[config.mk]
export PLATFORM = sky130hd
export DESIGN_NAME = vui_hrd_syntax_parser
export DESIGN_NICKNAME = d
export VERILOG_FILES = /design/src/design/vhp_pkg.sv /design/src/design/vui_hrd_syntax_parser.sv /design/src/design/vhp_front.sv /design/src/design/vhp_queue.sv /design/src/design/vhp_back.sv
export VERILOG_INCLUDE_DIRS = /design/src /design/src/design
export SDC_FILE = /design/constraint.sdc
export NUM_CORES = 1
export LEC_CHECK = 0
export BUFFER_PORTS_ARGS = -buffer_cell sky130_fd_sc_hd__buf_2
export CAP_MARGIN = 15
export CELL_PAD_IN_SITES_DETAIL_PLACEMENT = 0
export CELL_PAD_IN_SITES_GLOBAL_PLACEMENT = 1
export CORE_AREA = 5 5 209 211
export CTS_CLUSTER_SIZE = 8
export DETAILED_ROUTE_END_ITERATION = 10
export DIE_AREA = 0 0 214 216
export PLACE_DENSITY = 0.84
export SLEW_MARGIN = 10
export SYNTH_ARGS = -nofsm -noshare
export SYNTH_HDL_FRONTEND = slang
export SYNTH_SLANG_ARGS = --single-unit
[constraint.sdc]
create_clock -name clk -period 11.9 [get_ports clk]
set_clock_uncertainty 0.15 [all_clocks]
set_input_delay 2.38 -clock clk [delete_from_list [all_inputs] [get_ports clk]]
set_output_delay 2.38 -clock clk [all_outputs]
set_load 0.01 [all_outputs]
[src/design/vui_hrd_syntax_parser_defines.svh]
// Assertion helpers shared by the parser modules.
`ifndef VUI_HRD_SYNTAX_PARSER_DEFINES_SVH
`define VUI_HRD_SYNTAX_PARSER_DEFINES_SVH

// cond must never hold at a clock edge outside reset
`define VHP_ASSERT_NEVER(lbl, clk_s, rst_s, cond) \
  lbl: assert property (@(posedge clk_s) disable iff (rst_s) !(cond)) \
    else $error("check failed: never");

// a at an edge implies b at the same edge
`define VHP_ASSERT_IMP(lbl, clk_s, rst_s, a, b) \
  lbl: assert property (@(posedge clk_s) disable iff (rst_s) (a) |-> (b)) \
    else $error("check failed: implication");

// a at an edge implies b at the next edge
`define VHP_ASSERT_NEXT(lbl, clk_s, rst_s, a, b) \
  lbl: assert property (@(posedge clk_s) disable iff (rst_s) (a) |=> (b)) \
    else $error("check failed: next");

`endif

[src/design/vhp_pkg.sv]
package vhp_pkg;

  localparam logic [5:0] PHASE_IDLE   = 6'd63;
  localparam logic [5:0] LAST_ELEMENT = 6'd41;

  localparam logic [5:0] E_AR_FLAG   = 6'd0;
  localparam logic [5:0] E_AR_IDC    = 6'd1;
  localparam logic [5:0] E_SAR_W     = 6'd2;
  localparam logic [5:0] E_OVS_FLAG  = 6'd4;
  localparam logic [5:0] E_OVS_APP   = 6'd5;
  localparam logic [5:0] E_VS_FLAG   = 6'd6;
  localparam logic [5:0] E_VFORMAT   = 6'd7;
  localparam logic [5:0] E_FULLRANGE = 6'd8;
  localparam logic [5:0] E_COL_FLAG  = 6'd9;
  localparam logic [5:0] E_COL_PRIM  = 6'd10;
  localparam logic [5:0] E_COL_TRC   = 6'd11;
  localparam logic [5:0] E_COL_MAT   = 6'd12;
  localparam logic [5:0] E_CHR_FLAG  = 6'd13;
  localparam logic [5:0] E_CHR_TOP   = 6'd14;
  localparam logic [5:0] E_CHR_BOT   = 6'd15;
  localparam logic [5:0] E_TIM_FLAG  = 6'd16;
  localparam logic [5:0] E_FIXED     = 6'd19;
  localparam logic [5:0] E_NAL_FLAG  = 6'd20;
  localparam logic [5:0] E_CPB_CNT   = 6'd21;
  localparam logic [5:0] E_BR_VAL    = 6'd24;
  localparam logic [5:0] E_CBR       = 6'd26;
  localparam logic [5:0] E_INIT_LEN  = 6'd27;
  localparam logic [5:0] E_RMV_LEN   = 6'd28;
  localparam logic [5:0] E_DPB_LEN   = 6'd29;
  localparam logic [5:0] E_TOFF_LEN  = 6'd30;
  localparam logic [5:0] E_VCL_FLAG  = 6'd31;
  localparam logic [5:0] E_LOW_DELAY = 6'd32;
  localparam logic [5:0] E_PIC_STRUCT = 6'd33;
  localparam logic [5:0] E_BSR_FLAG  = 6'd34;
  localparam logic [5:0] E_MV_OVER   = 6'd35;
  localparam logic [5:0] E_BYTES_DEN = 6'd36;
  localparam logic [5:0] E_BITS_DEN  = 6'd37;
  localparam logic [5:0] E_MV_H      = 6'd38;
  localparam logic [5:0] E_MV_V      = 6'd39;
  localparam logic [5:0] E_REORDER   = 6'd40;
  localparam logic [5:0] E_DECBUF    = 6'd41;

  localparam logic [1:0] ST_OK  = 2'd0;
  localparam logic [1:0] ST_VUI = 2'd1;
  localparam logic [1:0] ST_HRD = 2'd2;

  localparam logic [1:0] CFG_PROFILE    = 2'd0;
  localparam logic [1:0] CFG_CONSTRAINT = 2'd1;
  localparam logic [1:0] CFG_MAX_DPB    = 2'd2;

  localparam logic [3:0] B_NONE      = 4'd0;
  localparam logic [3:0] B_ASPECT    = 4'd1;
  localparam logic [3:0] B_VSIGNAL   = 4'd2;
  localparam logic [3:0] B_COLOUR    = 4'd3;
  localparam logic [3:0] B_CHROMA    = 4'd4;
  localparam logic [3:0] B_TIMING    = 4'd5;
  localparam logic [3:0] B_HRD_NAL   = 4'd6;
  localparam logic [3:0] B_HRD_VCL   = 4'd7;
  localparam logic [3:0] B_HRD_VCLLD = 4'd8;
  localparam logic [3:0] B_RESTRICT  = 4'd9;

  localparam int QDEPTH = 4;
  localparam int QPTR_W = 2;

  typedef struct packed {
    logic [5:0]  elem;
    logic [4:0]  idx;
    logic [31:0] value;
    logic        sel;
    logic [3:0]  burst;
    logic [4:0]  aux;
    logic [1:0]  status;
    logic        done;
  } cmd_t;

  typedef struct packed {
    logic [5:0]  elem;
    logic [31:0] value;
    logic        sel;
  } item_t;

  function automatic logic [5:0] elem_width(input logic [5:0] e);
    logic [5:0] w;
    w = 6'd0;
    case (e) inside
      6'd0, 6'd4, 6'd5, 6'd6, 6'd8, 6'd9, 6'd13, 6'd16, 6'd19, 6'd20,
      6'd26, 6'd31, 6'd32, 6'd33, 6'd34, 6'd35: w = 6'd1;
      6'd1, 6'd10, 6'd11, 6'd12: w = 6'd8;
      6'd2, 6'd3: w = 6'd16;
      6'd7: w = 6'd3;
      6'd17, 6'd18: w = 6'd32;
      6'd22, 6'd23: w = 6'd4;
      6'd27, 6'd28, 6'd29, 6'd30: w = 6'd5;
      default: w = 6'd0;
    endcase
    return w;
  endfunction

  function automatic logic [2:0] burst_len(input logic [3:0] b);
    logic [2:0] n;
    n = 3'd0;
    case (b) inside
      B_ASPECT, B_TIMING: n = 3'd1;
      B_CHROMA: n = 3'd2;
      B_COLOUR: n = 3'd3;
      B_VSIGNAL, B_HRD_NAL, B_HRD_VCL: n = 3'd5;
      B_HRD_VCLLD: n = 3'd6;
      B_RESTRICT: n = 3'd7;
      default: n = 3'd0;
    endcase
    return n;
  endfunction

  function automatic item_t hrd_item(input logic [2:0] k, input logic sel);
    item_t it;
    it.sel = sel;
    it.value = 32'd23;
    case (k)
      3'd1: begin it.elem = E_CPB_CNT; it.value = 32'd0; end
      3'd2: it.elem = E_INIT_LEN;
      3'd3: it.elem = E_RMV_LEN;
      3'd4: it.elem = E_DPB_LEN;
      default: begin it.elem = E_TOFF_LEN; it.value = 32'd24; end
    endcase
    return it;
  endfunction

  function automatic item_t burst_item(input logic [3:0] b, input logic [2:0] k,
                                       input logic [4:0] aux);
    item_t it;
    it = '0;
    case (b)
      B_ASPECT: it.elem = E_AR_IDC;
      B_VSIGNAL: begin
        case (k)
          3'd1: begin it.elem = E_VFORMAT; it.value = 32'd5; end
          3'd2: it.elem = E_FULLRANGE;
          3'd3: begin it.elem = E_COL_PRIM; it.value = 32'd2; end
          3'd4: begin it.elem = E_COL_TRC; it.value = 32'd2; end
          default: begin it.elem = E_COL_MAT; it.value = 32'd2; end
        endcase
      end
      B_COLOUR: begin
        it.value = 32'd2;
        case (k)
          3'd1: it.elem = E_COL_PRIM;
          3'd2: it.elem = E_COL_TRC;
          default: it.elem = E_COL_MAT;
        endcase
      end
      B_CHROMA: it.elem = (k == 3'd1) ? E_CHR_TOP : E_CHR_BOT;
      B_TIMING: it.elem = E_FIXED;
      B_HRD_NAL: it = hrd_item(k, 1'b0);
      B_HRD_VCL: it = hrd_item(k, 1'b1);
      B_HRD_VCLLD: begin
        if (k == 3'd6) begin
          it.elem = E_LOW_DELAY;
          it.value = {31'd0, aux[0]};
        end else begin
          it = hrd_item(k, 1'b1);
        end
      end
      B_RESTRICT: begin
        case (k)
          3'd1: begin it.elem = E_MV_OVER; it.value = 32'd1; end
          3'd2: begin it.elem = E_BYTES_DEN; it.value = 32'd2; end
          3'd3: begin it.elem = E_BITS_DEN; it.value = 32'd1; end
          3'd4: begin it.elem = E_MV_H; it.value = 32'd15; end
          3'd5: begin it.elem = E_MV_V; it.value = 32'd15; end
          3'd6: begin it.elem = E_REORDER; it.value = {27'd0, aux}; end
          default: begin it.elem = E_DECBUF; it.value = {27'd0, aux}; end
        endcase
      end
      default: it = '0;
    endcase
    return it;
  endfunction

endpackage

[src/design/vui_hrd_syntax_parser.sv]
// H.264 VUI / HRD syntax parser. Takes one payload bit per cycle and emits one
// result word per completed syntax element, plus default words for absent
// branches. A bit is accepted every cycle while the four-entry command queue
// has room; the output side drains one result word per cycle unless out_stall
// holds it, so a bit that completes an element with a default burst (up to
// eight words) holds the output while later bits keep filling the queue.
module vui_hrd_syntax_parser #(
  parameter int MAX_CPB_ENTRIES = 32
) (
  input  logic        clk,
  input  logic        rst,
  input  logic        cfg_en,
  input  logic [1:0]  cfg_index,
  input  logic [7:0]  cfg_data,
  input  logic        in_valid,
  output logic        in_stall,
  input  logic        bit_req,
  input  logic        begin_req,
  output logic        out_valid,
  input  logic        out_stall,
  output logic [5:0]  element,
  output logic [4:0]  entry_index,
  output logic [31:0] value,
  output logic        hrd_select,
  output logic [1:0]  status,
  output logic        done_res,
  output logic        last
);

  vhp_pkg::cmd_t cmd, head;
  logic push, pop, head_valid, full, accept;

  assign in_stall = full;
  assign accept   = in_valid && !full;

  vhp_front #(.MAX_CPB_ENTRIES(MAX_CPB_ENTRIES)) u_front (
    .clk, .rst, .cfg_en, .cfg_index, .cfg_data,
    .accept, .bit_req, .begin_req, .push, .cmd
  );

  vhp_queue u_queue (
    .clk, .rst, .push, .push_data(cmd), .pop, .head, .head_valid, .full
  );

  vhp_back u_back (
    .clk, .rst, .head, .head_valid, .pop, .out_valid, .out_stall,
    .element, .entry_index, .value, .hrd_select, .status, .done_res, .last
  );

endmodule

[src/design/vhp_front.sv]
module vhp_front #(
  parameter int MAX_CPB_ENTRIES = 32
) (
  input  logic              clk,
  input  logic              rst,
  input  logic              cfg_en,
  input  logic [1:0]        cfg_index,
  input  logic [7:0]        cfg_data,
  input  logic              accept,
  input  logic              bit_req,
  input  logic              begin_req,
  output logic              push,
  output vhp_pkg::cmd_t     cmd
);

  logic [7:0]  profile;
  logic        constraint_three;
  logic [4:0]  max_dpb;

  logic [5:0]  phase, phase_next;
  logic [5:0]  zero_count, zero_count_next;
  logic [31:0] acc, acc_next;
  logic [5:0]  bits_left, bits_left_next;
  logic        in_suffix, in_suffix_next;
  logic        hrd_which, hrd_which_next;
  logic [4:0]  cpb_last, cpb_last_next;
  logic [4:0]  cpb_pos, cpb_pos_next;
  logic        nal_present, nal_present_next;
  logic        fixed_rate, fixed_rate_next;

  logic [5:0]  c_phase, c_zc, c_bl, w, zc1;
  logic [31:0] c_acc, acc_sh, v;
  logic        c_insuf, fire, do_enter, stop, in_hrd, per_entry, intra;

  always_comb begin
    c_phase = begin_req ? vhp_pkg::E_AR_FLAG : phase;
    c_acc   = begin_req ? 32'd0 : acc;
    c_zc    = begin_req ? 6'd0 : zero_count;
    c_insuf = begin_req ? 1'b0 : in_suffix;
    c_bl    = begin_req ? vhp_pkg::elem_width(vhp_pkg::E_AR_FLAG) : bits_left;
    phase_next       = c_phase;
    acc_next         = c_acc;
    zero_count_next  = c_zc;
    in_suffix_next   = c_insuf;
    bits_left_next   = c_bl;
    hrd_which_next   = begin_req ? 1'b0 : hrd_which;
    cpb_last_next    = begin_req ? 5'd0 : cpb_last;
    cpb_pos_next     = begin_req ? 5'd0 : cpb_pos;
    nal_present_next = begin_req ? 1'b0 : nal_present;
    fixed_rate_next  = begin_req ? 1'b0 : fixed_rate;
    w = vhp_pkg::elem_width(c_phase);
    acc_sh = {c_acc[30:0], bit_req};
    zc1 = c_zc + 6'd1;
    fire = 1'b0;
    v = 32'd0;
    do_enter = 1'b0;
    stop = 1'b0;
    intra = 1'b0;
    in_hrd = (c_phase >= vhp_pkg::E_CPB_CNT) && (c_phase <= vhp_pkg::E_TOFF_LEN);
    per_entry = (c_phase >= vhp_pkg::E_BR_VAL) && (c_phase <= vhp_pkg::E_CBR);
    cmd = '0;
    cmd.elem  = c_phase;
    cmd.idx   = per_entry ? cpb_pos_next : 5'd0;
    cmd.sel   = in_hrd ? hrd_which_next : 1'b0;
    cmd.burst = vhp_pkg::B_NONE;
    push = 1'b0;

    if (c_phase <= vhp_pkg::LAST_ELEMENT) begin
      if (w != 6'd0) begin
        acc_next = acc_sh;
        bits_left_next = c_bl - 6'd1;
        if (c_bl == 6'd1) begin
          fire = 1'b1;
          v = acc_sh;
        end
      end else if (!c_insuf) begin
        if (!bit_req) begin
          zero_count_next = zc1;
          if (zc1 > 6'd31) begin
            push = 1'b1;
            cmd.status = in_hrd ? vhp_pkg::ST_HRD : vhp_pkg::ST_VUI;
            cmd.done = 1'b1;
            phase_next = vhp_pkg::PHASE_IDLE;
          end
        end else if (c_zc == 6'd0) begin
          fire = 1'b1;
        end else begin
          in_suffix_next = 1'b1;
          bits_left_next = c_zc;
          acc_next = 32'd0;
        end
      end else begin
        acc_next = acc_sh;
        bits_left_next = c_bl - 6'd1;
        if (c_bl == 6'd1) begin
          fire = 1'b1;
          v = ((32'd1 << c_zc[4:0]) - 32'd1) + acc_sh;
        end
      end
    end

    if (fire) begin
      push = 1'b1;
      cmd.value = v;
      do_enter = 1'b1;
      phase_next = c_phase + 6'd1;
      unique case (c_phase) inside
        vhp_pkg::E_AR_FLAG: begin
          if (v[0]) phase_next = vhp_pkg::E_AR_IDC;
          else begin
            cmd.burst = vhp_pkg::B_ASPECT;
            phase_next = vhp_pkg::E_OVS_FLAG;
          end
        end
        vhp_pkg::E_AR_IDC:
          phase_next = (v == 32'd255) ? vhp_pkg::E_SAR_W : vhp_pkg::E_OVS_FLAG;
        vhp_pkg::E_OVS_FLAG:
          phase_next = v[0] ? vhp_pkg::E_OVS_APP : vhp_pkg::E_VS_FLAG;
        vhp_pkg::E_VS_FLAG: begin
          if (!v[0]) begin
            cmd.burst = vhp_pkg::B_VSIGNAL;
            phase_next = vhp_pkg::E_CHR_FLAG;
          end
        end
        vhp_pkg::E_COL_FLAG: begin
          if (!v[0]) begin
            cmd.burst = vhp_pkg::B_COLOUR;
            phase_next = vhp_pkg::E_CHR_FLAG;
          end
        end
        vhp_pkg::E_CHR_FLAG: begin
          if (!v[0]) begin
            cmd.burst = vhp_pkg::B_CHROMA;
            phase_next = vhp_pkg::E_TIM_FLAG;
          end
        end
        vhp_pkg::E_CHR_TOP, vhp_pkg::E_CHR_BOT: begin
          if (v > 32'd5) begin
            stop = 1'b1;
            cmd.status = vhp_pkg::ST_VUI;
          end
        end
        vhp_pkg::E_TIM_FLAG: begin
          if (!v[0]) begin
            fixed_rate_next = 1'b0;
            cmd.burst = vhp_pkg::B_TIMING;
            phase_next = vhp_pkg::E_NAL_FLAG;
          end
        end
        vhp_pkg::E_FIXED: fixed_rate_next = v[0];
        vhp_pkg::E_NAL_FLAG: begin
          nal_present_next = v[0];
          if (v[0]) begin
            hrd_which_next = 1'b0;
          end else begin
            cmd.burst = vhp_pkg::B_HRD_NAL;
            phase_next = vhp_pkg::E_VCL_FLAG;
          end
        end
        vhp_pkg::E_CPB_CNT: begin
          if (v > 32'(MAX_CPB_ENTRIES - 1)) begin
            stop = 1'b1;
            cmd.status = vhp_pkg::ST_HRD;
          end else begin
            cpb_last_next = v[4:0];
            cpb_pos_next = 5'd0;
          end
        end
        vhp_pkg::E_CBR: begin
          if (cpb_pos >= cpb_last) phase_next = vhp_pkg::E_INIT_LEN;
          else begin
            cpb_pos_next = cpb_pos + 5'd1;
            phase_next = vhp_pkg::E_BR_VAL;
          end
        end
        vhp_pkg::E_TOFF_LEN:
          phase_next = hrd_which ? vhp_pkg::E_LOW_DELAY : vhp_pkg::E_VCL_FLAG;
        vhp_pkg::E_VCL_FLAG: begin
          if (v[0]) begin
            hrd_which_next = 1'b1;
            phase_next = vhp_pkg::E_CPB_CNT;
          end else if (nal_present_next) begin
            cmd.burst = vhp_pkg::B_HRD_VCL;
            phase_next = vhp_pkg::E_LOW_DELAY;
          end else begin
            cmd.burst = vhp_pkg::B_HRD_VCLLD;
            cmd.aux = {4'd0, ~fixed_rate_next};
            phase_next = vhp_pkg::E_PIC_STRUCT;
          end
        end
        vhp_pkg::E_BSR_FLAG: begin
          if (!v[0]) begin
            intra = constraint_three &&
                    (profile == 8'd44 || profile == 8'd86 || profile == 8'd100 ||
                     profile == 8'd110 || profile == 8'd122 || profile == 8'd244);
            cmd.burst = vhp_pkg::B_RESTRICT;
            cmd.aux = intra ? 5'd0 : max_dpb;
            stop = 1'b1;
          end
        end
        vhp_pkg::E_BYTES_DEN, vhp_pkg::E_BITS_DEN: begin
          if (v > 32'd16) begin
            stop = 1'b1;
            cmd.status = vhp_pkg::ST_VUI;
          end
        end
        vhp_pkg::E_MV_H, vhp_pkg::E_MV_V: begin
          if (v > 32'd15) begin
            stop = 1'b1;
            cmd.status = vhp_pkg::ST_VUI;
          end
        end
        vhp_pkg::E_REORDER: begin
          if (v > {27'd0, max_dpb}) begin
            stop = 1'b1;
            cmd.status = vhp_pkg::ST_VUI;
          end
        end
        vhp_pkg::E_DECBUF: begin
          stop = 1'b1;
          cmd.status = (v > {27'd0, max_dpb}) ? vhp_pkg::ST_VUI : vhp_pkg::ST_OK;
        end
        default: phase_next = c_phase + 6'd1;
      endcase
      if (stop) begin
        cmd.done = 1'b1;
        phase_next = vhp_pkg::PHASE_IDLE;
      end else if (do_enter) begin
        acc_next = 32'd0;
        zero_count_next = 6'd0;
        in_suffix_next = 1'b0;
        bits_left_next = vhp_pkg::elem_width(phase_next);
      end
    end
    push = push && accept;
  end

  always_ff @(posedge clk) begin
    if (rst) begin
      profile <= 8'd0;
      constraint_three <= 1'b0;
      max_dpb <= 5'd16;
      phase <= vhp_pkg::PHASE_IDLE;
      zero_count <= 6'd0;
      acc <= 32'd0;
      bits_left <= 6'd0;
      in_suffix <= 1'b0;
      hrd_which <= 1'b0;
      cpb_last <= 5'd0;
      cpb_pos <= 5'd0;
      nal_present <= 1'b0;
      fixed_rate <= 1'b0;
    end else begin
      if (cfg_en) begin
        case (cfg_index)
          vhp_pkg::CFG_PROFILE:    profile <= cfg_data;
          vhp_pkg::CFG_CONSTRAINT: constraint_three <= cfg_data[0];
          vhp_pkg::CFG_MAX_DPB:    max_dpb <= cfg_data[4:0];
          default: ;
        endcase
      end
      if (accept) begin
        phase <= phase_next;
        zero_count <= zero_count_next;
        acc <= acc_next;
        bits_left <= bits_left_next;
        in_suffix <= in_suffix_next;
        hrd_which <= hrd_which_next;
        cpb_last <= cpb_last_next;
        cpb_pos <= cpb_pos_next;
        nal_present <= nal_present_next;
        fixed_rate <= fixed_rate_next;
      end
    end
  end

endmodule

[src/design/vhp_queue.sv]
`include "vui_hrd_syntax_parser_defines.svh"

module vhp_queue (
  input  logic          clk,
  input  logic          rst,
  input  logic          push,
  input  vhp_pkg::cmd_t push_data,
  input  logic          pop,
  output vhp_pkg::cmd_t head,
  output logic          head_valid,
  output logic          full
);

  vhp_pkg::cmd_t mem [vhp_pkg::QDEPTH];
  logic [vhp_pkg::QPTR_W-1:0] wr_ptr, rd_ptr;
  logic [vhp_pkg::QPTR_W:0]   count;

  assign head       = mem[rd_ptr];
  assign head_valid = (count != '0);
  assign full       = (count == (vhp_pkg::QPTR_W+1)'(vhp_pkg::QDEPTH));

  always_ff @(posedge clk) begin
    if (push) mem[wr_ptr] <= push_data;
  end

  always_ff @(posedge clk) begin
    if (rst) begin
      wr_ptr <= '0;
      rd_ptr <= '0;
      count <= '0;
    end else begin
      if (push) wr_ptr <= wr_ptr + 1'b1;
      if (pop) rd_ptr <= rd_ptr + 1'b1;
      case ({push, pop})
        2'b10: count <= count + 1'b1;
        2'b01: count <= count - 1'b1;
        default: ;
      endcase
    end
  end

  `VHP_ASSERT_NEVER(a_q_overflow, clk, rst, push && full)
  `VHP_ASSERT_NEVER(a_q_underflow, clk, rst, pop && !head_valid)
  `VHP_ASSERT_NEXT(a_q_grow, clk, rst, push && !pop, count == $past(count) + 1'b1)

endmodule

[src/design/vhp_back.sv]
`include "vui_hrd_syntax_parser_defines.svh"

module vhp_back (
  input  logic          clk,
  input  logic          rst,
  input  vhp_pkg::cmd_t head,
  input  logic          head_valid,
  output logic          pop,
  output logic          out_valid,
  input  logic          out_stall,
  output logic [5:0]    element,
  output logic [4:0]    entry_index,
  output logic [31:0]   value,
  output logic          hrd_select,
  output logic [1:0]    status,
  output logic          done_res,
  output logic          last
);

  logic [2:0]     step;
  logic [2:0]     len;
  logic           is_last, load;
  vhp_pkg::item_t it;

  assign len     = vhp_pkg::burst_len(head.burst);
  assign is_last = (step == len);
  assign load    = !out_valid || !out_stall;
  assign pop     = load && head_valid && is_last;
  assign it      = vhp_pkg::burst_item(head.burst, step, head.aux);

  always_ff @(posedge clk) begin
    if (rst) begin
      out_valid <= 1'b0;
      step <= 3'd0;
    end else if (load) begin
      out_valid <= head_valid;
      if (head_valid) step <= is_last ? 3'd0 : step + 3'd1;
    end
  end

  always_ff @(posedge clk) begin
    if (load && head_valid) begin
      if (step == 3'd0) begin
        element <= head.elem;
        entry_index <= head.idx;
        value <= head.value;
        hrd_select <= head.sel;
      end else begin
        element <= it.elem;
        entry_index <= 5'd0;
        value <= it.value;
        hrd_select <= it.sel;
      end
      status <= is_last ? head.status : vhp_pkg::ST_OK;
      done_res <= is_last && head.done;
      last <= is_last;
    end
  end

  `VHP_ASSERT_IMP(a_b_step_busy, clk, rst, step != 3'd0, head_valid)
  `VHP_ASSERT_IMP(a_b_step_range, clk, rst, head_valid, step <= len)
  `VHP_ASSERT_NEXT(a_b_pop_last, clk, rst, pop, out_valid && last)

endmodule
Yosys cells after proc, flatten, opt, wreduce, memory -nomap -nowiden --
Memories as Yosys holds them, arrays and structs flattened. A register that Yosys moved wholly into a read port is not among the register bits. Index checks and enable logic that the tools add are counted. Widths: inputs -> output; s select.
Cells by class: add/subtract/negate cells 11, magnitude comparators 12, equality and inequality tests 98, shift-type cells 1, mux-type cells 170, bitwise gates (word level) 1, reduce and logical (&&, ||, !) cells 49
Operator list (number):
- $mux 32 | 15
- $mux 6 | 42
- $pmux 36 s6 | 1
- $eq 6x5->1 const B | 27
- $pmux 32 s5 | 1
- $eq 6x4->1 const B | 14
- $eq 6x6->1 const B | 14
- $gt 32x5->1 const B | 2
- $mux 3 | 20
- $pmux 6 s10 | 1
- $mux 5 | 10
- $eq 6x3->1 const B | 8
- $mux 1 | 48
- $pmux 6 s8 | 1
- $mux 38 | 1
- $add 32x32->32 | 1
- $eq 32x8->1 const B | 1
- $eq 8x7->1 const B | 4
- $gt 32x3->1 const B | 1
- $gt 32x4->1 const B | 1
- $gt 32x5->1 | 1
- $pmux 4 s4 | 2
- $pmux 4 s8 | 1
- $reduce_or 16->1 | 2
- other kinds (50) | 123
Word-level totals: bits in registers 137, RAM bits 224, bits of input ports 17, output and inout bits 50, logic and storage cells 368, memories 1
Memories:
- u_queue.mem | depth 4, width 56, rd ports 1, clocked after memory_dff 1, wr ports 1, line vhp_queue.sv:14 | vhp_pkg::cmd_t mem [vhp_pkg::QDEPTH];

Depth between registers and ports, before layout --
depth after elaboration 28, depth in mapped cells 35, mapped depth without buffers 26

Modules after synthesis --
A second synthesis with hierarchy kept.
Second synthesis, totals: cells, all modules 2006, area, all modules 20992.6 um^2
Modules (own cells, without submodules):
- vhp_front | times used 1, cells each 1414, area each 9643.0 um^2, seq. area each 1541.5 um^2
- vhp_queue | times used 1, cells each 335, area each 8541.9 um^2, seq. area each 6906.6 um^2
- vhp_back | times used 1, cells each 256, area each 2793.9 um^2, seq. area each 1521.5 um^2
- vui_hrd_syntax_parser | times used 1, cells each 1, area each 13.8 um^2, seq. area each 0.0 um^2

Least setup slack after synthesis --
Ideal clock, no wire load.
path kind input-to-reg, start point in begin_req, end point mem u_queue.mem[0][0] in the netlist's numbering, enable pin, setup time 0.420 ns, arrival time 8.514 ns, required time 11.330 ns, slack 2.816 ns, stages on the path 20, path buffers 8, cells stage by stage buf_4 inv_1 buf_1 clkbuf_1 clkbuf_1 buf_1 nand2_1 ha_1 nand2b_1 o2bb2ai_2 or4_4 nor4_4 nand2_1 buf_2 buf_1 nor4_1 nand2_1 a21oi_1 buf_2 and2_1
On the way: word-level cells in the longest chain between the ends 17, elaborated cells between the ends (all ways) 69, those cells by class 1 x add/sub; 2 x order compare; 31 x eq/ne; 25 x mux; 10 x reduce/logical
RTL lines:
- start: declaration | line vui_hrd_syntax_parser.sv:18 | input logic begin_req,
- parallel branches: the longest is 13 deep, another holds $add 6x1->6
- $mux 1 * | line vhp_front.sv:102 | if (fire) begin
- $logic_and 1x1->1 * | line vhp_front.sv:235 | push = push && accept;
- $mux 1 * | line vhp_queue.sv:23 | if (push) mem[wr_ptr] <= push_data;
- $mux 1 (implied by the code) * | line vhp_queue.sv:23
- end: declaration | line vhp_queue.sv:14
Mark *: on every way between the ends.

==> results.py <==
metrics = {
    "logic_synthesis": {
        "synth_cell_types": 93,
        "predominant_post_synthesis_flop_cell": "sky130_fd_sc_hd__edfxtp_1",
        "syn-instance-count": 2031,
        "netlist.area_leader.share": 0.397,
        "netlist_top_cells_area": "sky130_fd_sc_hd__edfxtp_1 (40%), sky130_fd_sc_hd__dfxtp_1 (8.8%), sky130_fd_sc_hd__mux4_2 (6.1%), sky130_fd_sc_hd__ha_1 (5.5%), sky130_fd_sc_hd__nand2_1 (4.1%)",
        "synthesis.yosys.warnings": 0,
        "postSynthNetCount": 2140,
        "synth.ff_latch_count": 362,
        "synth_seq_area_share": 0.485,
        "cell_type_contributing_the_most_total_cell_area_after_synthesis": "sky130_fd_sc_hd__edfxtp_1",
        "postSynth.asyncResetShare": 0,
        "synth.avg_cell_area_um2": 10.1,
        "number_of_enable_flip_flop_cells_after_synthesis": 272,
        "yosys-top-cells-count": "sky130_fd_sc_hd__edfxtp_1 (272), sky130_fd_sc_hd__nand2_1 (224), sky130_fd_sc_hd__nor2_1 (158), sky130_fd_sc_hd__a21oi_1 (150), sky130_fd_sc_hd__o21ai_0 (114)",
        "synth_most_common_cell": "sky130_fd_sc_hd__edfxtp_1",
        "mappedNetlistArea_mm2": 0.0206,
    },
    "critical_path": {
        "critPathSlowestCell": "sky130_fd_sc_hd__a2111oi_4",
        "r2r_slack_ns": 4.26,
        "r2r_cells": 22,
        "timing.critical_path.to": "u_front.phase[1]$_SDFFE_PP1P_",
        "worstSetupEndpointType": "flop",
        "worst_path_dominant_cell_family": "compound AO/OA/AOI/OAI gates",
        "crit_path_start": "begin_req",
        "critical_path.reg2reg.startpoint": "u_front.zero_count[0]$_SDFFE_PP0P_",
        "critPathKind": "in -> reg",
        "timing.critical_path.required_ns": 12.23,
        "cp.depth": 27,
        "crit_arrival_ns": 9.58,
        "critPathBufInv": 5,
        "crit_path_start_kind": "input port",
        "timing.critical_path.mode_cell": "sky130_fd_sc_hd__nand2_1",
        "slowest_delay_ns": 0.83,
        "r2r-end": "u_front.phase[1]$_SDFFE_PP1P_",
        "crit_path_max_fanout": 26,
    },
    "cells_and_area": {
        "num-fill-cells": 3575,
        "final-seq-area_mm2": 0.00997,
        "multi_input_combinational_cell_area_mm2": 0.00964,
        "final_core_util": 0.545,
        "area_delta_synth_final_pct": 10.2,
        "final_nets": 2150,
        "drive_gt1_frac": 0.119,
        "antennaDiodeCount": 0,
        "final-instance-count-excl-fill": 2607,
    },
    "route": {
        "wirelength_per_cell_um": 21.9,
        "routed-via-count": 16267,
        "detailedRoute.firstPassIterationCount": 6,
        "post-route-drc-count": 0,
        "route.antenna.remaining_nets": 0,
        "final_wirelength_um": 57100,
        "drt_iter0_markers": 1916,
        "via_per_inst": 6.24,
    },
    "sta": {
        "whs_ns": 0.302,
        "finalCritPeriodShare": 0.777,
        "timing_max_transition_violations_final": 0,
        "worst_slew_pin_slew_ns": 1.25,
        "layout_min_cycle_time_ns": 9.25,
        "unrepaired_setup_endpoints_after_global_routing": "no",
        "fin_tns_setup_ns": 0,
        "max_clock_freq_ghz": 0.108,
        "setup_viol": 0,
        "worst_slack_ns": 2.65,
        "timing.max_slew.rel_slack": 0.162,
        "hold_violation_total_from_the_final_report": 0,
    },
    "power": {
        "vdd_drop_max_mv": 0.109,
        "p_int_w": 0.00264,
        "pwr-share-clk": 0.347,
        "power.combinational.fraction": 0.240,
        "switching_share": 0.308,
        "powerDensity_mw_per_mm2": 168,
        "total_switching_power_w": 0.00117,
        "p_leak_nw": 8.24,
        "seq_power_share": 0.413,
    },
    "clocking": {
        "cts-buffers-inserted": 51,
        "clk_latency_ns": 0.59,
        "cts_post_setup_buffers_inserted": 0,
        "cts_root_buf": "sky130_fd_sc_hd__clkbuf_16",
        "cts-htree-levels": 2,
        "cts.hold.buffers_added": 0,
        "clock_tree.buffer_depth": 3,
        "cts_tree": "built",
        "tritoncts_num_sinks": 362,
        "count_of_instances_resized_after_the_clock_tree_is_built": 0,
        "clkSlewWorstSetupHoldPaths_ns": 0.05,
    },
    "die": {
        "rows": 75,
        "initial_utilization": 0.495,
        "num_io_pins": 67,
        "die-area_mm2": 0.0462,
        "dieWidth_um": 214,
        "die-height_um": 216,
        "core_area_mm2": 0.0416,
    },
    "place": {
        "gp_congestion": 0.936,
        "total_half_perimeter_wirelength_after_legalization_and_detailed_placement_um": 39500,
        "io_port_bufs": 66,
        "dpl.cell_count": 2527,
        "detailedPlace.worstSlack_ns": 2.18,
    },
    "grt": {
        "grt_antenna_before_repair": 0,
        "pin_count_of_the_biggest_net_entering_global_routing": 67,
        "globalRouteTotalUtil": 0.242,
        "vias_in_the_first_global_route": 15580,
        "grt_overflow": 0,
        "first_pass_grt_wire_length_um": 90200,
    },
    "job": {
        "maxCapViolations": 0,
    },
    "hold_path": {
        "min-delay-path-class": "reg -> reg",
    },
    "outcome": {
        "status": "finished, final reports clean",
    },
}
## power groups by stage
| stage | logic, W | registers [W] | clock network [W] |
|---|---|---|---|
| 6_report | 0.000917 | 0.00157 | 0.00132 |
| 3_3_place_gp | 0.000900 | 0.00159 | 0 |
| 5_1_grt | 0.00100 | 0.00159 | 0.00141 |
| 3_5_place_dp | 0.000912 | 0.00160 | 0 |
| 4_1_cts | 0.000918 | 0.00158 | 0.00135 |
| 2_1_floorplan | 0.000615 | 0.00162 | 0 |
## per-layer routing
| metal | GRT usage | share of wire | wire, um |
|---|---|---|---|
| met4 | 0.0756 | 0.026 | 1490 |
| met3 | 0.0392 | 0.076 | 4360 |
| met2 | 0.379 | 0.46 | 26100 |
| met1 | 0.349 | 0.44 | 25200 |
| met5 | 0 | 0 | 0 |
## worst min-delay path by stage
stage,from,slack (ns),depth (start not counted),to
finish,u_front.acc[19]$_SDFFE_PP0P_,0.30,2,u_front.acc[19]$_SDFFE_PP0P_
global route,u_front.acc[18]$_SDFFE_PP0P_,0.32,2,u_front.acc[18]$_SDFFE_PP0P_
CTS,u_front.acc[19]$_SDFFE_PP0P_,0.30,2,u_front.acc[19]$_SDFFE_PP0P_
detailed placement,u_front.acc[19]$_SDFFE_PP0P_,0.29,2,u_front.acc[19]$_SDFFE_PP0P_
global placement,u_front.acc[11]$_SDFFE_PP0P_,0.29,2,u_front.acc[11]$_SDFFE_PP0P_
floorplan,u_front.acc[11]$_SDFFE_PP0P_,0.28,2,u_front.acc[11]$_SDFFE_PP0P_
## worst register-to-register path: stages, from the launching register on
cell,delay (ns)
sky130_fd_sc_hd__dfxtp_1,0.53
sky130_fd_sc_hd__nand2b_1,0.16
sky130_fd_sc_hd__nor3_1,0.82
sky130_fd_sc_hd__nand2_1,0.17
sky130_fd_sc_hd__ha_1,0.33
sky130_fd_sc_hd__inv_1,0.06
sky130_fd_sc_hd__ha_1,0.18
sky130_fd_sc_hd__inv_1,0.06
sky130_fd_sc_hd__fa_1,0.39
sky130_fd_sc_hd__nand2b_1,0.18
sky130_fd_sc_hd__a21oi_1,0.39
sky130_fd_sc_hd__o21ai_1,0.22
sky130_fd_sc_hd__a211o_1,0.35
sky130_fd_sc_hd__a2111oi_0,0.55
sky130_fd_sc_hd__o31ai_1,0.17
sky130_fd_sc_hd__a31o_1,0.33
sky130_fd_sc_hd__nor4_1,0.30
sky130_fd_sc_hd__nand4b_1,0.25
sky130_fd_sc_hd__or2_0,0.46
sky130_fd_sc_hd__a2111oi_4,0.86
sky130_fd_sc_hd__nand2_1,0.15
sky130_fd_sc_hd__a21o_1,0.22
sky130_fd_sc_hd__a221o_1,0.28
## flip-flops by register name, summed over array words and instances, names as in the netlist, 2 cells and up, named ones only
signal and flops:
u_back.element 6, u_back.entry_index 5, u_back.status 2, u_back.step 3, u_back.value 32, u_front.acc 31
u_front.bits_left 6, u_front.cpb_last 5, u_front.cpb_pos 5, u_front.max_dpb 5, u_front.phase 6, u_front.profile 8
u_front.zero_count 6, u_queue.count 3, u_queue.mem 224, u_queue.rd_ptr 2, u_queue.wr_ptr 2
## layout by cell type, fill, tap and decap left out, types with 16 or more instances in the layout
cell type                   instances
sky130_fd_sc_hd__nor2_1           158
sky130_fd_sc_hd__ha_1              90
sky130_fd_sc_hd__dfxtp_1           88
sky130_fd_sc_hd__nand2b_1          27
sky130_fd_sc_hd__a211oi_1          18
sky130_fd_sc_hd__xor2_1            16
sky130_fd_sc_hd__clkbuf_16         51
sky130_fd_sc_hd__o21ai_0          114
sky130_fd_sc_hd__o21a_1            20
sky130_fd_sc_hd__mux2i_1           16
sky130_fd_sc_hd__a21oi_1          149
sky130_fd_sc_hd__nor3_1            39
sky130_fd_sc_hd__and2_1            41
sky130_fd_sc_hd__and3_1            18
sky130_fd_sc_hd__buf_2             67
sky130_fd_sc_hd__nor4_1            18
sky130_fd_sc_hd__edfxtp_1         272
sky130_fd_sc_hd__nand4_1           24
sky130_fd_sc_hd__nor2b_1           25
sky130_fd_sc_hd__a31oi_1           27
sky130_fd_sc_hd__nand3_1           78
sky130_fd_sc_hd__inv_1            110
sky130_fd_sc_hd__mux4_2            56
sky130_fd_sc_hd__buf_4             24
sky130_fd_sc_hd__nand2_1          224
sky130_fd_sc_hd__clkbuf_1          25
sky130_fd_sc_hd__o22ai_1           28
sky130_fd_sc_hd__xnor2_1           24
sky130_fd_sc_hd__or3_1             17
## per-stage QoR
stage	cell area, um^2	power [W]
finish	22700	0.00381
global route	22700	0.00400
CTS	22700	0.00384
detailed placement	21200	0.00251
global placement	21200	0.00249
floorplan	20600	0.00223
## cell families after synthesis
group                    Yosys count  synth area share
multiplexers                      75            0.0708
AND/OR/NAND/NOR                  732             0.175
adder cells (fa/ha/maj)           92            0.0567
buffers and inverters            246            0.0477
XOR/XNOR                          40            0.0170
flip-flops                       362             0.485
AO/OA/AOI/OAI                    484             0.148
## layout make-up
cell class	instances	area share
Timing Repair Buffer	91	0.0227
Clock inverter	3	0.00215
Inverter	112	0.0186
Tap cell	539	0.0298
Multi-Input combinational cell	1423	0.426
Clock buffer	77	0.0611
Sequential cell	362	0.440
No activity file was read; power rests on OpenSTA's default activity.
